`config.mk`:
```
export PLATFORM = sky130hd
export DESIGN_NAME = i2c_master_transaction_sequencer_top
export DESIGN_NICKNAME = d
export VERILOG_FILES = /design/src/i2cmts_pkg.sv /design/src/i2c_master_transaction_sequencer_top.sv
export SDC_FILE = /design/constraint.sdc
export NUM_CORES = 1
export LEC_CHECK = 0
export BUFFER_PORTS_ARGS = -buffer_cell sky130_fd_sc_hd__clkbuf_2
export CAP_MARGIN = 20
export CORE_MARGIN = 4
export CORE_UTILIZATION = 35
export DETAILED_ROUTE_END_ITERATION = 8
export RECOVER_POWER = 100
export SYNTH_ARGS = -nofsm -noshare
export SYNTH_HDL_FRONTEND = slang
export SYNTH_SLANG_ARGS = --single-unit
```
`constraint.sdc`:
```
create_clock -name clock -period 4.1 [get_ports clock]
set_clock_uncertainty 0.15 [all_clocks]
set_input_delay 0.205 -clock clock [delete_from_list [all_inputs] [get_ports clock]]
set_output_delay 0.205 -clock clock [all_outputs]
set_load 0.02 [all_outputs]
```
`src/i2cmts_pkg.sv`:
```
// Types and codes of the I2C master transaction sequencer.
package i2cmts_pkg;

   typedef enum logic [1:0] {
      OP_LOAD  = 2'd0,
      OP_WRITE = 2'd1,
      OP_READ  = 2'd2,
      OP_EVENT = 2'd3
   } op_type;

   typedef enum logic [1:0] {
      MODE_READY = 2'd0,
      MODE_WRITE = 2'd1,
      MODE_READ  = 2'd2
   } mode_type;

   typedef enum logic [3:0] {
      EV_START        = 4'd0,
      EV_REP_START    = 4'd1,
      EV_WR_ADDR_ACK  = 4'd2,
      EV_WR_ADDR_NACK = 4'd3,
      EV_WR_DATA_ACK  = 4'd4,
      EV_WR_DATA_NACK = 4'd5,
      EV_ARB_LOST     = 4'd6,
      EV_RD_ADDR_ACK  = 4'd7,
      EV_RD_ADDR_NACK = 4'd8,
      EV_RD_DATA_ACK  = 4'd9,
      EV_RD_DATA_NACK = 4'd10,
      EV_NO_INFO      = 4'd11,
      EV_BUS_ERROR    = 4'd12
   } event_type;

   typedef enum logic [3:0] {
      CMD_NONE     = 4'd0,
      CMD_START    = 4'd1,
      CMD_ADDR     = 4'd2,
      CMD_DATA     = 4'd3,
      CMD_ACK      = 4'd4,
      CMD_NACK     = 4'd5,
      CMD_STOP     = 4'd6,
      CMD_RELEASE  = 4'd7,
      CMD_REPSTART = 4'd8
   } cmd_type;

   typedef enum logic [2:0] {
      ST_OK        = 3'd0,
      ST_ADDR_NACK = 3'd1,
      ST_DATA_NACK = 3'd2,
      ST_OTHER     = 3'd3,
      ST_BUSY      = 3'd4,
      ST_LENGTH    = 3'd5
   } status_type;

   // Receive count saturates here.
   localparam logic [5:0] IDX_MAX = 6'd63;

endpackage

```
`src/i2c_master_transaction_sequencer_top.sv`:
```
// Top level of the I2C master transaction sequencer.
//
// The block sits above a byte-level I2C bus engine. Each beat on the request
// channel (req_*) is one of: a transmit-buffer load, a begin-write, a
// begin-read, or a status event reported by the bus engine. Every request beat
// produces exactly one response beat on the rsp_* channel carrying the next
// bus command and its byte, any received byte, the running receive count,
// transaction completion, a status code and the busy flag.
//
// A beat is taken on a rising edge where valid is high and stall is low.
// The request is registered, decoded against the transaction state by short
// logic, and the response registered. One beat per cycle is sustained while
// rsp_stall is low: the input register can take a beat while a finished
// response waits in the output register, and stall only reaches the requester
// when both registers are full and the consumer holds rsp_stall. The transmit
// buffer is a small memory whose read port prefetches the entry at the next
// byte index, so a data send does not wait on the buffer read.
//
// Synchronous reset empties both registers and returns the sequencer to the
// ready mode with STOP as the default ending; buffer contents are kept.
module i2c_master_transaction_sequencer_top #(
   parameter int BUFFER_DEPTH = 32
) (
   input  logic       clock,
   input  logic       reset,

   input  logic       req_valid,
   output logic       req_stall,
   input  logic [1:0] req_operation,
   input  logic [6:0] req_target_address,
   input  logic [5:0] req_byte_count,
   input  logic       req_finish_with_stop,
   input  logic [4:0] req_load_slot,
   input  logic [7:0] req_data_byte,
   input  logic [3:0] req_bus_event,

   output logic       rsp_valid,
   input  logic       rsp_stall,
   output logic [3:0] rsp_bus_command,
   output logic [7:0] rsp_command_byte,
   output logic       rsp_rx_valid,
   output logic [7:0] rsp_rx_byte,
   output logic [5:0] rsp_rx_total,
   output logic       rsp_done_res,
   output logic [2:0] rsp_status_code,
   output logic       rsp_busy_res
);
   import i2cmts_pkg::*;

   localparam int ADDR_W = (BUFFER_DEPTH > 1) ? $clog2(BUFFER_DEPTH) : 1;
   localparam logic [8:0] DEPTH_V = 9'(BUFFER_DEPTH);

   // Input register.
   logic       s1_valid_ff, s1_valid_in;
   op_type     op_ff;
   logic [6:0] target_ff;
   logic [5:0] count_ff;
   logic       fstop_ff;
   logic [4:0] slot_ff;
   logic [7:0] data_ff;
   logic [3:0] event_ff;

   // Transaction state.
   mode_type   mode_ff, mode_in;
   logic [7:0] addr_byte_ff, addr_byte_in;
   logic       stop_at_end_ff, stop_at_end_in;
   logic       rs_pending_ff, rs_pending_in;
   logic [2:0] err_kind_ff, err_kind_in;
   logic [5:0] byte_index_ff, byte_index_in;
   logic [5:0] byte_limit_ff, byte_limit_in;

   // Transmit buffer and its prefetched read data.
   logic [7:0] tx_buf [BUFFER_DEPTH];
   logic [7:0] tx_rdata_ff;
   logic       buf_wr;
   logic [ADDR_W-1:0] buf_waddr, buf_raddr;

   // Output register.
   logic       rsp_valid_ff, rsp_valid_in;
   cmd_type    cmd_ff, cmd_in;
   logic [7:0] cbyte_ff, cbyte_in;
   logic       rxv_ff, rxv_in;
   logic [7:0] rxb_ff, rxb_in;
   logic [5:0] rxt_ff, rxt_in;
   logic       done_ff, done_in;
   status_type st_ff, st_in;
   logic       busy_ff, busy_in;

   logic       advance;

   // Decode helpers.
   logic       is_begin, begin_rd, len_bad, begin_ok, load_ok, active;
   logic       is_wr, is_rd, wr_more, rd_more_now, rd_more_next;
   logic [5:0] idx_inc, idx_sat;
   logic [7:0] new_addr_byte;

   // The result register can take a new beat when it is empty or being drained.
   assign advance      = s1_valid_ff && (!rsp_valid_ff || !rsp_stall);
   assign req_stall    = s1_valid_ff && !advance;
   assign s1_valid_in  = (req_valid && !req_stall) || (s1_valid_ff && !advance);
   assign rsp_valid_in = advance || (rsp_valid_ff && rsp_stall);

   assign active     = (mode_ff != MODE_READY);
   assign is_wr      = (mode_ff == MODE_WRITE);
   assign is_rd      = (mode_ff == MODE_READ);
   assign is_begin   = (op_ff == OP_WRITE) || (op_ff == OP_READ);
   assign begin_rd   = (op_ff == OP_READ);
   assign len_bad    = ({3'b000, count_ff} > DEPTH_V) || (begin_rd && (count_ff == 6'd0));
   assign begin_ok   = is_begin && !len_bad && !active;
   assign load_ok    = (op_ff == OP_LOAD) && !active && ({4'b0000, slot_ff} < DEPTH_V);
   assign new_addr_byte = {target_ff, begin_rd};

   assign wr_more      = (byte_index_ff < byte_limit_ff) && ({3'b000, byte_index_ff} < DEPTH_V);
   assign idx_inc      = 6'(byte_index_ff + 6'd1);
   assign idx_sat      = (byte_index_ff < IDX_MAX) ? idx_inc : byte_index_ff;
   assign rd_more_now  = (byte_index_ff < byte_limit_ff);
   assign rd_more_next = (idx_sat < byte_limit_ff);

   // Next transaction state.
   always_comb begin
      mode_in        = mode_ff;
      addr_byte_in   = addr_byte_ff;
      stop_at_end_in = stop_at_end_ff;
      rs_pending_in  = rs_pending_ff;
      err_kind_in    = err_kind_ff;
      byte_index_in  = byte_index_ff;
      byte_limit_in  = byte_limit_ff;
      if (advance) begin
         if (begin_ok) begin
            mode_in        = begin_rd ? MODE_READ : MODE_WRITE;
            stop_at_end_in = fstop_ff;
            err_kind_in    = ST_OK;
            byte_index_in  = 6'd0;
            byte_limit_in  = begin_rd ? 6'(count_ff - 6'd1) : count_ff;
            addr_byte_in   = new_addr_byte;
            rs_pending_in  = 1'b0;
         end else if (op_ff == OP_EVENT && active) begin
            case (event_ff)
               EV_WR_ADDR_ACK, EV_WR_DATA_ACK: begin
                  if (is_wr) begin
                     if (wr_more) begin
                        byte_index_in = idx_inc;
                     end else begin
                        mode_in = MODE_READY;
                        if (!stop_at_end_ff) rs_pending_in = 1'b1;
                     end
                  end
               end
               EV_WR_ADDR_NACK, EV_WR_DATA_NACK: begin
                  if (is_wr) begin
                     err_kind_in = (event_ff == EV_WR_ADDR_NACK) ? ST_ADDR_NACK : ST_DATA_NACK;
                     mode_in     = MODE_READY;
                  end
               end
               EV_ARB_LOST, EV_BUS_ERROR: begin
                  err_kind_in = ST_OTHER;
                  mode_in     = MODE_READY;
               end
               EV_RD_ADDR_NACK: begin
                  if (is_rd) begin
                     err_kind_in = ST_ADDR_NACK;
                     mode_in     = MODE_READY;
                  end
               end
               EV_RD_DATA_ACK, EV_RD_DATA_NACK: begin
                  if (is_rd) begin
                     byte_index_in = idx_sat;
                     if (event_ff == EV_RD_DATA_NACK) begin
                        mode_in = MODE_READY;
                        if (!stop_at_end_ff) rs_pending_in = 1'b1;
                     end
                  end
               end
               default: begin
               end
            endcase
         end
      end
   end

   // Response fields for the beat in the input register.
   always_comb begin
      cmd_in   = CMD_NONE;
      cbyte_in = 8'h00;
      rxv_in   = 1'b0;
      rxb_in   = 8'h00;
      rxt_in   = 6'd0;
      done_in  = 1'b0;
      st_in    = ST_OK;
      case (op_ff)
         OP_LOAD: begin
            if (active) st_in = ST_BUSY;
         end
         OP_WRITE, OP_READ: begin
            if (len_bad) begin
               st_in = ST_LENGTH;
            end else if (active) begin
               st_in = ST_BUSY;
            end else if (rs_pending_ff) begin
               // A repeated START is already on the bus: go straight to the address.
               cmd_in   = CMD_ADDR;
               cbyte_in = new_addr_byte;
            end else begin
               cmd_in = CMD_START;
            end
         end
         OP_EVENT: begin
            if (active) begin
               case (event_ff)
                  EV_START, EV_REP_START: begin
                     cmd_in   = CMD_ADDR;
                     cbyte_in = addr_byte_ff;
                  end
                  EV_WR_ADDR_ACK, EV_WR_DATA_ACK: begin
                     if (is_wr) begin
                        if (wr_more) begin
                           cmd_in   = CMD_DATA;
                           cbyte_in = tx_rdata_ff;
                        end else begin
                           cmd_in  = stop_at_end_ff ? CMD_STOP : CMD_REPSTART;
                           done_in = 1'b1;
                        end
                     end
                  end
                  EV_WR_ADDR_NACK, EV_WR_DATA_NACK: begin
                     if (is_wr) begin
                        cmd_in  = CMD_STOP;
                        done_in = 1'b1;
                     end
                  end
                  EV_ARB_LOST: begin
                     cmd_in  = CMD_RELEASE;
                     done_in = 1'b1;
                  end
                  EV_RD_ADDR_ACK: begin
                     if (is_rd) cmd_in = rd_more_now ? CMD_ACK : CMD_NACK;
                  end
                  EV_RD_ADDR_NACK: begin
                     if (is_rd) begin
                        cmd_in  = CMD_STOP;
                        done_in = 1'b1;
                     end
                  end
                  EV_RD_DATA_ACK: begin
                     if (is_rd) begin
                        rxv_in = 1'b1;
                        rxb_in = data_ff;
                        cmd_in = rd_more_next ? CMD_ACK : CMD_NACK;
                     end
                  end
                  EV_RD_DATA_NACK: begin
                     if (is_rd) begin
                        rxv_in  = 1'b1;
                        rxb_in  = data_ff;
                        cmd_in  = stop_at_end_ff ? CMD_STOP : CMD_REPSTART;
                        done_in = 1'b1;
                     end
                  end
                  EV_BUS_ERROR: begin
                     cmd_in  = CMD_STOP;
                     done_in = 1'b1;
                  end
                  EV_NO_INFO: begin
                  end
                  default: begin
                  end
               endcase
               if (is_rd) rxt_in = byte_index_in;
               if (done_in) st_in = status_type'(err_kind_in);
            end
         end
         default: begin
         end
      endcase
      busy_in = (mode_in != MODE_READY);
   end

   // Control registers.
   always_ff @(posedge clock) begin
      if (reset) begin
         s1_valid_ff    <= 1'b0;
         rsp_valid_ff   <= 1'b0;
         mode_ff        <= MODE_READY;
         addr_byte_ff   <= 8'h00;
         stop_at_end_ff <= 1'b1;
         rs_pending_ff  <= 1'b0;
         err_kind_ff    <= ST_OK;
         byte_index_ff  <= 6'd0;
         byte_limit_ff  <= 6'd0;
      end else begin
         s1_valid_ff    <= s1_valid_in;
         rsp_valid_ff   <= rsp_valid_in;
         mode_ff        <= mode_in;
         addr_byte_ff   <= addr_byte_in;
         stop_at_end_ff <= stop_at_end_in;
         rs_pending_ff  <= rs_pending_in;
         err_kind_ff    <= err_kind_in;
         byte_index_ff  <= byte_index_in;
         byte_limit_ff  <= byte_limit_in;
      end
   end

   // Input payload register.
   always_ff @(posedge clock) begin
      if (req_valid && !req_stall) begin
         op_ff     <= op_type'(req_operation);
         target_ff <= req_target_address;
         count_ff  <= req_byte_count;
         fstop_ff  <= req_finish_with_stop;
         slot_ff   <= req_load_slot;
         data_ff   <= req_data_byte;
         event_ff  <= req_bus_event;
      end
   end

   // Output payload register.
   always_ff @(posedge clock) begin
      if (advance) begin
         cmd_ff   <= cmd_in;
         cbyte_ff <= cbyte_in;
         rxv_ff   <= rxv_in;
         rxb_ff   <= rxb_in;
         rxt_ff   <= rxt_in;
         done_ff  <= done_in;
         st_ff    <= st_in;
         busy_ff  <= busy_in;
      end
   end

   // Transmit buffer. The read port always fetches the entry at the byte index
   // the next beat will see; a load to that same entry is forwarded.
   assign buf_wr    = advance && load_ok;
   assign buf_waddr = ADDR_W'(slot_ff);
   assign buf_raddr = ADDR_W'(byte_index_in);

   always_ff @(posedge clock) begin
      if (buf_wr) tx_buf[buf_waddr] <= data_ff;
      if (buf_wr && (buf_waddr == buf_raddr)) begin
         tx_rdata_ff <= data_ff;
      end else begin
         tx_rdata_ff <= tx_buf[buf_raddr];
      end
   end

   assign rsp_valid        = rsp_valid_ff;
   assign rsp_bus_command  = cmd_ff;
   assign rsp_command_byte = cbyte_ff;
   assign rsp_rx_valid     = rxv_ff;
   assign rsp_rx_byte      = rxb_ff;
   assign rsp_rx_total     = rxt_ff;
   assign rsp_done_res     = done_ff;
   assign rsp_status_code  = st_ff;
   assign rsp_busy_res     = busy_ff;

endmodule

```
Yosys cells after proc, flatten, opt, wreduce, memory -nomap -nowiden
Memory sizes are Yosys's and may differ from the RTL's. A register that Yosys moved wholly into a read port is not among the register bits.
Index checks and enable logic that the tools add are counted.
- input bits: 37
- bits in writable memories: 256
- logic and storage cells: 167
- output and inout port bits: 34
- bits in registers: 94
- memories: 1
- add/subtract/negate cells: 2
- reduce and logical (&&, ||, !) cells: 42
- equal/unequal tests: 20
- order comparisons: 5
- multiplexer cells: 73
- memory list (name ; words ; width ; read ports ; clocked after Yosys merged registers in ; write ports ; RTL line ; text):
    tx_buf ; 32 ; 8 ; 1 ; 1 ; 1 ; i2c_master_transaction_sequencer_top.sv:73 ; logic [7:0] tx_buf [BUFFER_DEPTH];
- operator list (kind ; count):
    $mux W6 ; 8
    $mux W8 ; 6
    $mux W3 ; 13
    $pmux W4 S9 ; 1
    $pmux W8 S2 ; 2
    $mux W2 ; 14
    $mux W4 ; 5
    $pmux W3 S3 ; 2
    $mux W1 ; 17
    $eq A4 B3 Y1 const B ; 4
    $eq A4 B4 Y1 const B ; 4
    $reduce_or A2 Y1 ; 7
    $lt A6 B6 Y1 ; 2
    $lt A6 B6 Y1 const B ; 2
    $pmux W6 S2 ; 1
    $logic_and A1 B1 Y1 ; 11
    $pmux W2 S5 ; 1
    $eq A4 B2 Y1 const B ; 2
    $pmux W4 S2 ; 1
    $reduce_and A7 Y1 ; 1
    $add A6 B1 Y6 const B ; 1
    $eq A2 B2 Y1 const B ; 3
    $gt A6 B6 Y1 const B ; 1
    $logic_not A1 Y1 ; 6
    other kinds (16) ; 27

Longest topological paths before layout
Gate-level depths: netlist (run 1).
- depth in word-level cells: 11
- mapped depth: 11
- gate-level depth less buffers: 10

Worst setup path after synthesis (run 1)
OpenSTA, ideal clock, no wires.
- path type: reg-to-reg
- start point: register rsp_valid_ff (netlist: rsp_valid)
- end point: memory tx_buf[0][0] (enable)
- cell stages (with the launch flop): 6
- data arrival time: 3358 ps
- required time: 3580 ps
- path slack: 222 ps
- path buffers: 1
- clock period less this slack: 3878 ps
- cell sequence: dfxtp_1 > a21boi_1 > nand3_1 > or3_1 > clkbuf_1 > nor2_1
- cells in the longest elaborated chain, start to end: 6
- RTL lines (what ; RTL line ; text):
    from (decl) ; i2c_master_transaction_sequencer_top.sv:79 ; logic rsp_valid_ff, rsp_valid_in;
    from (signal assigned) ; i2c_master_transaction_sequencer_top.sv:292 ; rsp_valid_ff <= rsp_valid_in;
    $logic_not A1 Y1 ; i2c_master_transaction_sequencer_top.sv:98 ; assign advance = s1_valid_ff && (!rsp_valid_ff || !rsp_stall);
    $logic_or A1 B1 Y1 ; i2c_master_transaction_sequencer_top.sv:98 ;
    $logic_and A1 B1 Y1 ; i2c_master_transaction_sequencer_top.sv:98 ;
    named net advance ; i2c_master_transaction_sequencer_top.sv:89 ; logic advance;
    $logic_and A1 B1 Y1 ; i2c_master_transaction_sequencer_top.sv:332 ; assign buf_wr = advance && load_ok;
    $mux W1 ; i2c_master_transaction_sequencer_top.sv:337 ; if (buf_wr) tx_buf[buf_waddr] <= data_ff;
    $mux W1 (implied by the code) ; i2c_master_transaction_sequencer_top.sv:337 ;
    to (decl) ; i2c_master_transaction_sequencer_top.sv:73 ;
The timed path passes the listed nets, and every way through them passes these cells.

Worst setup path in the final report (run 1)
- start point: register byte_index_ff[5]
- end point: register cbyte_ff[5] (netlist: rsp_command_byte[5]) (data pin)
- cells in the longest elaborated chain, start to end: 7
- RTL lines (what ; RTL line ; text):
    from (decl) ; i2c_master_transaction_sequencer_top.sv:69 ; logic [5:0] byte_index_ff, byte_index_in;
    from (signal assigned) ; i2c_master_transaction_sequencer_top.sv:298 ; byte_index_ff <= byte_index_in;
    $lt A6 B6 Y1 ; i2c_master_transaction_sequencer_top.sv:113 ; assign wr_more = (byte_index_ff < byte_limit_ff) && ({3'b000, byte_index_ff} < DEPTH_V);
    $logic_and A1 B1 Y1 * ; i2c_master_transaction_sequencer_top.sv:113 ;
    $mux W8 * ; i2c_master_transaction_sequencer_top.sv:216 ; if (wr_more) begin
    $mux W8 * ; i2c_master_transaction_sequencer_top.sv:215 ; if (is_wr) begin
    $pmux W8 S2 * ; i2c_master_transaction_sequencer_top.sv:209 ; case (event_ff)
    $mux W8 * ; i2c_master_transaction_sequencer_top.sv:208 ; if (active) begin
    $pmux W8 S2 * ; i2c_master_transaction_sequencer_top.sv:190 ; case (op_ff)
    named net cbyte_in[5] ; i2c_master_transaction_sequencer_top.sv:81 ; logic [7:0] cbyte_ff, cbyte_in;
    to (signal assigned) ; i2c_master_transaction_sequencer_top.sv:320 ; cbyte_ff <= cbyte_in;
    to (decl) ; i2c_master_transaction_sequencer_top.sv:81 ;
Mark *: on every way through the listed nets, which the timed path passes. The rest lies on a longest branch.
A chain may end at the register's enable or synchronous reset.

==> flow_metrics.tcl, run 1 <==
set metrics [dict create \
    result_of_the_run "finished, violations left" \
    failed_checks "max-capacitance violations, max-slew violations" \
    max-clock-path-buffers 3 \
    cts_num_sinks 355 \
    fmax_ghz 0.297 \
    num-fill-cells 3721 \
    power.density_cell_area_nw_per_um2 445 \
    final-instance-count-excl-fill 1578 \
    start_util_pct 35.6 \
    groute.usage.overall_pct 15.7 \
    worstHoldPathType "primary input to flop" \
    multiInputGateArea_um2 4040 \
    post-synth-top-area-cell "edfxtp_1" \
    tritoncts_clock_tree "yes" \
    antenna_found_initial 0 \
    ys_dominant_reg_cell "edfxtp_1" \
    leading_cell_types_by_total_area_after_synthesis "edfxtp_1, mux4_2, dfxtp_1" \
    clock_pin_slew_of_the_registers_on_the_worst_case_setup_and_hold_paths_ns 0.06 \
    unrepaired_setup_endpoints_after_global_routing "false" \
    totalWireLength_um 35600 \
    area_of_the_core_um2 41100 \
    worst-slew-pin-transition_ns 1.88 \
    synth_seq_area_share_pct 70.4 \
    worstHoldStart "reset" \
    critPathCaptureType "flop" \
    timing_worst_setup_path_type "flop to flop" \
    setup_viol 0 \
    synth_fp_nets 946 \
    grt_pass1_wl_um 53600 \
    detailed_place_hpwl_um 23000 \
    depth_of_the_worst_register_to_register_path 7 \
    postCtsSetupRepairBufs 0 \
    synthesis.yosys.warnings 0 \
    post-route-period-util_pct 82.0 \
    maxCapViolCount 8 \
    layout.core_utilization_pct 41.6 \
    final-hold-violation-count 0 \
    dpl_worst_slack_ns 1.09 \
    critical_path.startpoint_type "flop" \
    n_antenna_cell 0 \
    normalized_max_slew_margin_pct -25.2 \
    die-area_um2 45200 \
    grt_max_degree 34 \
    via_count 8457 \
    finalWeightedCongestion 0.900 \
    dr.max_layer_used "met4" \
    worst_setup_slack_for_register_to_register_paths_ns 0.74 \
    post_cts_resized 0 \
    die_width_um 213 \
    crit_arrival_ns 3.59 \
    drt-pass1-iter-count 5 \
    detail_route.vias_per_cell 5.36 \
    vdd.ir_drop.worst_mv 0.267 \
    fin_area_um2 17100 \
    detailroute.wirelength.met3_um 2190 \
    worst_skew_pair.late_latency_ns 0.55 \
    drtIter0Drc 792 \
    post-layout-total-power_mw 7.60 \
    ctsRootBufferMaster "clkbuf_16" \
    cellLeakagePower_nw 5.39 \
    floorplan.rows 74 \
    post_drt_wl_per_cell_um 22.6 \
    number_of_synthesized_register_bits 355 \
    mostFrequentLayoutCells "edfxtp_1, nor2_1, mux4_2" \
    yosysTopAreaCellShare_pct 65.8 \
    synth.lib_cells_used.distinct 64 \
    syn_inst 893 \
    layout_commonest_cell "edfxtp_1" \
    post_route_cells_drive_above_1_share_pct 16.3 \
    buffer_ports.inserted 70 \
    grt-ovfl-total 0 \
    met1_length_um 15100 \
    synthToLayoutAreaGrowth_pct 16.6 \
    crit-reg2reg-launch "byte_index_ff[5]$_SDFF_PP0_" \
    die_height_um 213 \
    layout.nets 1069 \
    fin_ws_ns 0.737 \
    numCtsBuffers 39 \
    hold-worst-slack_ns 0.143 \
    critical_path_required_ns 4.33 \
    synth-async-reset-ratio_pct 0 \
    hold_path_end "byte_index_ff[0]$_SDFF_PP0_" \
    fin_crit_ns 3.36 \
    synth.avg_cell_area_um2 16.4 \
    slew_viol_final 263 \
    syn_area_um2 14700 \
    synth_edf_count 321 \
    io-pin-count 71 \
    final.setup.tns_ns 0 \
    place_area_um2 15600 \
    ctsHoldBuffers 35 \
    regArea_um2 10300 \
    ctsHtreeMaxLevel 2 \
    grt_pass1_vias 8562 \
    antenna_violating_nets_post_route 0 \
    detailroute.wirelength.met2_um 17600 \
    drcViolationCount 0 \
    place.detailed.instances 1470 \
    timing.rr.end "rsp_command_byte[5]$_DFFE_PP_" \
    crit_fanout 10 \
    worst_hold_path_stage_count 2 \
]
[cell type report]
cell class	count	share of cell area, %
Clock buffer	49	6.31
Sequential cell	355	60.4
Clock inverter	22	0.754
Inverter	20	0.439
Multi-Input combinational cell	475	23.7
Timing Repair Buffer	125	4.49
Tap cell	532	3.90
[cell usage after synthesis, types with 7 or more instances]
library cell	number
nand3b_1	8
nor2b_1	16
o21ai_0	20
nor3_1	12
ha_1	16
nand3_1	16
a211oi_1	8
dfxtp_1	34
and2_1	13
buf_2	16
inv_1	20
clkbuf_1	20
and3_1	7
nand2_1	57
edfxtp_1	321
nand2b_1	8
mux4_2	70
a22oi_1	10
a22o_1	7
nor2_1	73
o211ai_1	10
a21oi_1	36
[cells by family (layout without fill, tap and decap cells)]
family | count (synthesis) | count (layout) | share of synthesized area (%)
DFF | 355 | 355 | 70.4
and+or+nand+nor | 233 | 233 | 7.95
AOI/OAI and AO/OA | 137 | 137 | 6.36
muxes | 78 | 78 | 11.3
buffers and inverters | 63 | 216 | 1.90
adders and majority gates | 16 | 16 | 1.37
xor gates and xnor gates | 11 | 11 | 0.658
[power by group]
group | switching [mW] | internal (mW) | leakage, nW
combinational | 0.179 | 0.0802 | 1.60
sequential | 0.0385 | 3.99 | 3.20
clock | 1.44 | 1.87 | 0.592
[per-layer routing]
metal	global-route usage, %	vias to the layer above
met5	0	-
met4	4.53	0
li1	-	3764
met2	26.0	296
met3	2.77	53
met1	21.5	4344
[critical path, stage by stage, from the launching register on]
cell and delay, ns:
dfxtp_1 0.53, ha_1 0.32, and2_0 0.22, a211oi_1 0.35, o21ai_0 0.41, nor3_1 0.95, nand2_1 0.11, o211ai_1 0.16
[worst max-delay path by stage]
| stage | startpoint | endpoint | slack [ns] | cells after the start |
|---|---|---|---|---|
| 2_1_floorplan | rsp_valid$_SDFF_PP0_ | tx_buf[0][0]$_DFFE_PP_ | 0.22 | 5 |
| 3_3_place_gp | event_ff[2]$_DFFE_PP_ | rsp_command_byte[5]$_DFFE_PP_ | 1.11 | 6 |
| 3_5_place_dp | byte_index_ff[5]$_SDFF_PP0_ | rsp_command_byte[5]$_DFFE_PP_ | 1.09 | 7 |
| 4_1_cts | byte_index_ff[5]$_SDFF_PP0_ | rsp_command_byte[5]$_DFFE_PP_ | 1.07 | 7 |
| 5_1_grt | s1_valid_ff$_SDFF_PP0_ | byte_limit_ff[1]$_SDFFE_PP0P_ | 0.46 | 6 |
| 6_report | byte_index_ff[5]$_SDFF_PP0_ | rsp_command_byte[5]$_DFFE_PP_ | 0.74 | 7 |
[sequential cells by signal (all words and copies together), names as in the netlist, 5 cells and up, named ones only]
signal,cells
tx_buf,256
target_ff,7
data_ff,8
rsp_rx_byte,8
buf_waddr,5
count_ff,6
rsp_command_byte,8
rsp_rx_total,6
byte_index_ff,6
byte_limit_ff,6
addr_byte_ff,8
No activity file was read; power rests on OpenSTA's default activity.
==> inputs of run 2 (changes only) <==
clock period = 3.06 ns   (was 4.1 ns; I/O delays follow)
==> flow_metrics.tcl, run 2 (synthesis gave the netlist of run 1 again) <==
set metrics [dict create \
    drcViolationCount 0 \
    hold-worst-slack_ns 0.117 \
    antenna_violating_nets_post_route 0 \
    max-clock-path-buffers 3 \
    final-hold-violation-count 0 \
    num-fill-cells 3737 \
    n_antenna_cell 0 \
    fin_ws_ns 0.189 \
    normalized_max_slew_margin_pct -17.4 \
    die_height_um 213 \
    io-pin-count 71 \
    drtIter0Drc 776 \
    post_cts_resized 0 \
    number_of_flip_flops_under_the_largest_register_name 256 \
    depth_of_the_worst_register_to_register_path 7 \
    ctsHoldBuffers 36 \
    timing.rr.end "rsp_command_byte[2]$_DFFE_PP_" \
    vdd.ir_drop.worst_mv 0.285 \
    regArea_um2 10300 \
    maxCapViolCount 6 \
    mostFrequentLayoutCells "edfxtp_1, clkbuf_1, nor2_1" \
    grt_pass1_wl_um 52900 \
    unrepaired_setup_endpoints_after_global_routing "false" \
    ctsHtreeMaxLevel 2 \
    detailroute.wirelength.met2_um 16900 \
    post-route-period-util_pct 93.8 \
    grt-ovfl-total 0 \
    place_area_um2 16000 \
    max_stage_delay_ns 0.52 \
    antenna_found_initial 0 \
    final.setup.tns_ns 0 \
    worst_hold_path_stage_count 2 \
    slew_viol_final 203 \
    die_width_um 213 \
    worstHoldPathType "primary input to flop" \
    cts_num_sinks 355 \
    clock_pin_slew_of_the_registers_on_the_worst_case_setup_and_hold_paths_ns 0.06 \
    worstHoldStart "reset" \
    totalWireLength_um 34700 \
    setup_viol 0 \
    fin_area_um2 17300 \
    layout.nets 1116 \
    fin_crit_ns 2.87 \
    final-instance-count-excl-fill 1618 \
    detailroute.wirelength.met3_um 2180 \
    failed_checks "max-capacitance violations, max-slew violations" \
    die-area_um2 45200 \
    crit-reg2reg-launch "byte_index_ff[4]$_SDFF_PP0_" \
    worst_skew_pair.late_latency_ns 0.53 \
    crit_fanout 8 \
    groute.usage.overall_pct 15.5 \
    worst_setup_slack_for_register_to_register_paths_ns 0.19 \
    dr.max_layer_used "met4" \
    postCtsSetupRepairBufs 0 \
    via_count 8424 \
    layout_commonest_cell "edfxtp_1" \
    critical_path.startpoint_type "flop" \
    crit_arrival_ns 3.13 \
    post_drt_wl_per_cell_um 21.4 \
    floorplan.rows 74 \
    met1_length_um 14900 \
    finalWeightedCongestion 0.859 \
    layout.core_utilization_pct 42.0 \
    crit_path_cell_chain "ha_1 -> and2_0 -> a211oi_1 -> o21ai_0 -> or3_1 -> a2111oi_0 -> a211o_1" \
    place.detailed.instances 1519 \
    timing_worst_setup_path_type "flop to flop" \
    multiInputGateArea_um2 4040 \
    buffer_ports.inserted 70 \
    tritoncts_clock_tree "yes" \
    result_of_the_run "finished, violations left" \
    grt_pass1_vias 8534 \
    dpl_worst_slack_ns 0.286 \
    grt_max_degree 37 \
    start_util_pct 35.6 \
    power.density_cell_area_nw_per_um2 575 \
    detail_route.vias_per_cell 5.21 \
    drt-pass1-iter-count 5 \
    critPathCaptureType "flop" \
    detailed_place_hpwl_um 22500 \
    ctsRootBufferMaster "clkbuf_16" \
    critical_path_required_ns 3.31 \
    post-layout-total-power_mw 9.92 \
    numCtsBuffers 37 \
    cellLeakagePower_nw 5.51 \
    fmax_ghz 0.348 \
    area_of_the_core_um2 41100 \
    cpMaxStageDelayCell "or3_1" \
    synthToLayoutAreaGrowth_pct 17.7 \
    hold_path_end "rsp_valid$_SDFF_PP0_" \
    worst-slew-pin-transition_ns 1.76 \
    register_with_the_highest_flop_count "tx_buf" \
    post_route_cells_drive_above_1_share_pct 17.8 \
]
==> run 2: changes by cell type in the layout (fill, tap and decap cells not counted), sizes merged <==
cell | before | now
clkinv | 18 | 11
buf | 7 | 18
clkbuf | 132 | 166
dlygate4sd3 | 35 | 36
clkinvlp | 2 | 1
bufinv | 0 | 2
==> run 2: worst max-delay path: cells and delay by family (launching register included) <==
| family | cells | cell delay [ns] |
|---|---|---|
| AOI/OAI and AO/OA | 4 | 1.14 |
| adders and majority gates | 1 | 0.28 |
| DFF | 1 | 0.47 |
| and+or+nand+nor | 2 | 0.72 |
==> run 2: how the worst max path moves through the flow <==
stage                                               end                         from  cells after the start  slack, ns
after floorplan                  buf_waddr[0]$_DFFE_PP_         rsp_valid$_SDFF_PP0_                      2       0.26
final                     rsp_command_byte[2]$_DFFE_PP_  byte_index_ff[4]$_SDFF_PP0_                      7       0.19
after CTS                  rsp_bus_command[0]$_DFFE_PP_  byte_index_ff[0]$_SDFF_PP0_                     10       0.28
after detailed placement   rsp_bus_command[0]$_DFFE_PP_  byte_index_ff[0]$_SDFF_PP0_                     10       0.29
after global routing       rsp_bus_command[0]$_DFFE_PP_  byte_index_ff[0]$_SDFF_PP0_                     10      0.001
after global placement     rsp_bus_command[0]$_DFFE_PP_  byte_index_ff[0]$_SDFF_PP0_                     10       0.34
==> run 2: report_power, final <==
part           leakage, nW  switching (mW)  internal, mW
clock                0.533            1.78          2.39
sequential            3.20          0.0462          5.35
combinational         1.78           0.244         0.117
total                 5.51            2.07          7.86
==> run 2: area by class of cell <==
class	count	share of cell area (%)
Inverter	20	0.435
Multi-Input combinational cell	475	23.4
Clock inverter	16	0.791
Timing Repair Buffer	174	6.09
Tap cell	532	3.86
Clock buffer	46	5.56
Sequential cell	355	59.9
==> run 2: layer usage <==
layer | vias to the layer above | track usage (%)
li1 | 3851 | -
met1 | 4256 | 21.6
met2 | 268 | 25.2
met3 | 49 | 2.82
met4 | 0 | 4.22
met5 | - | 0
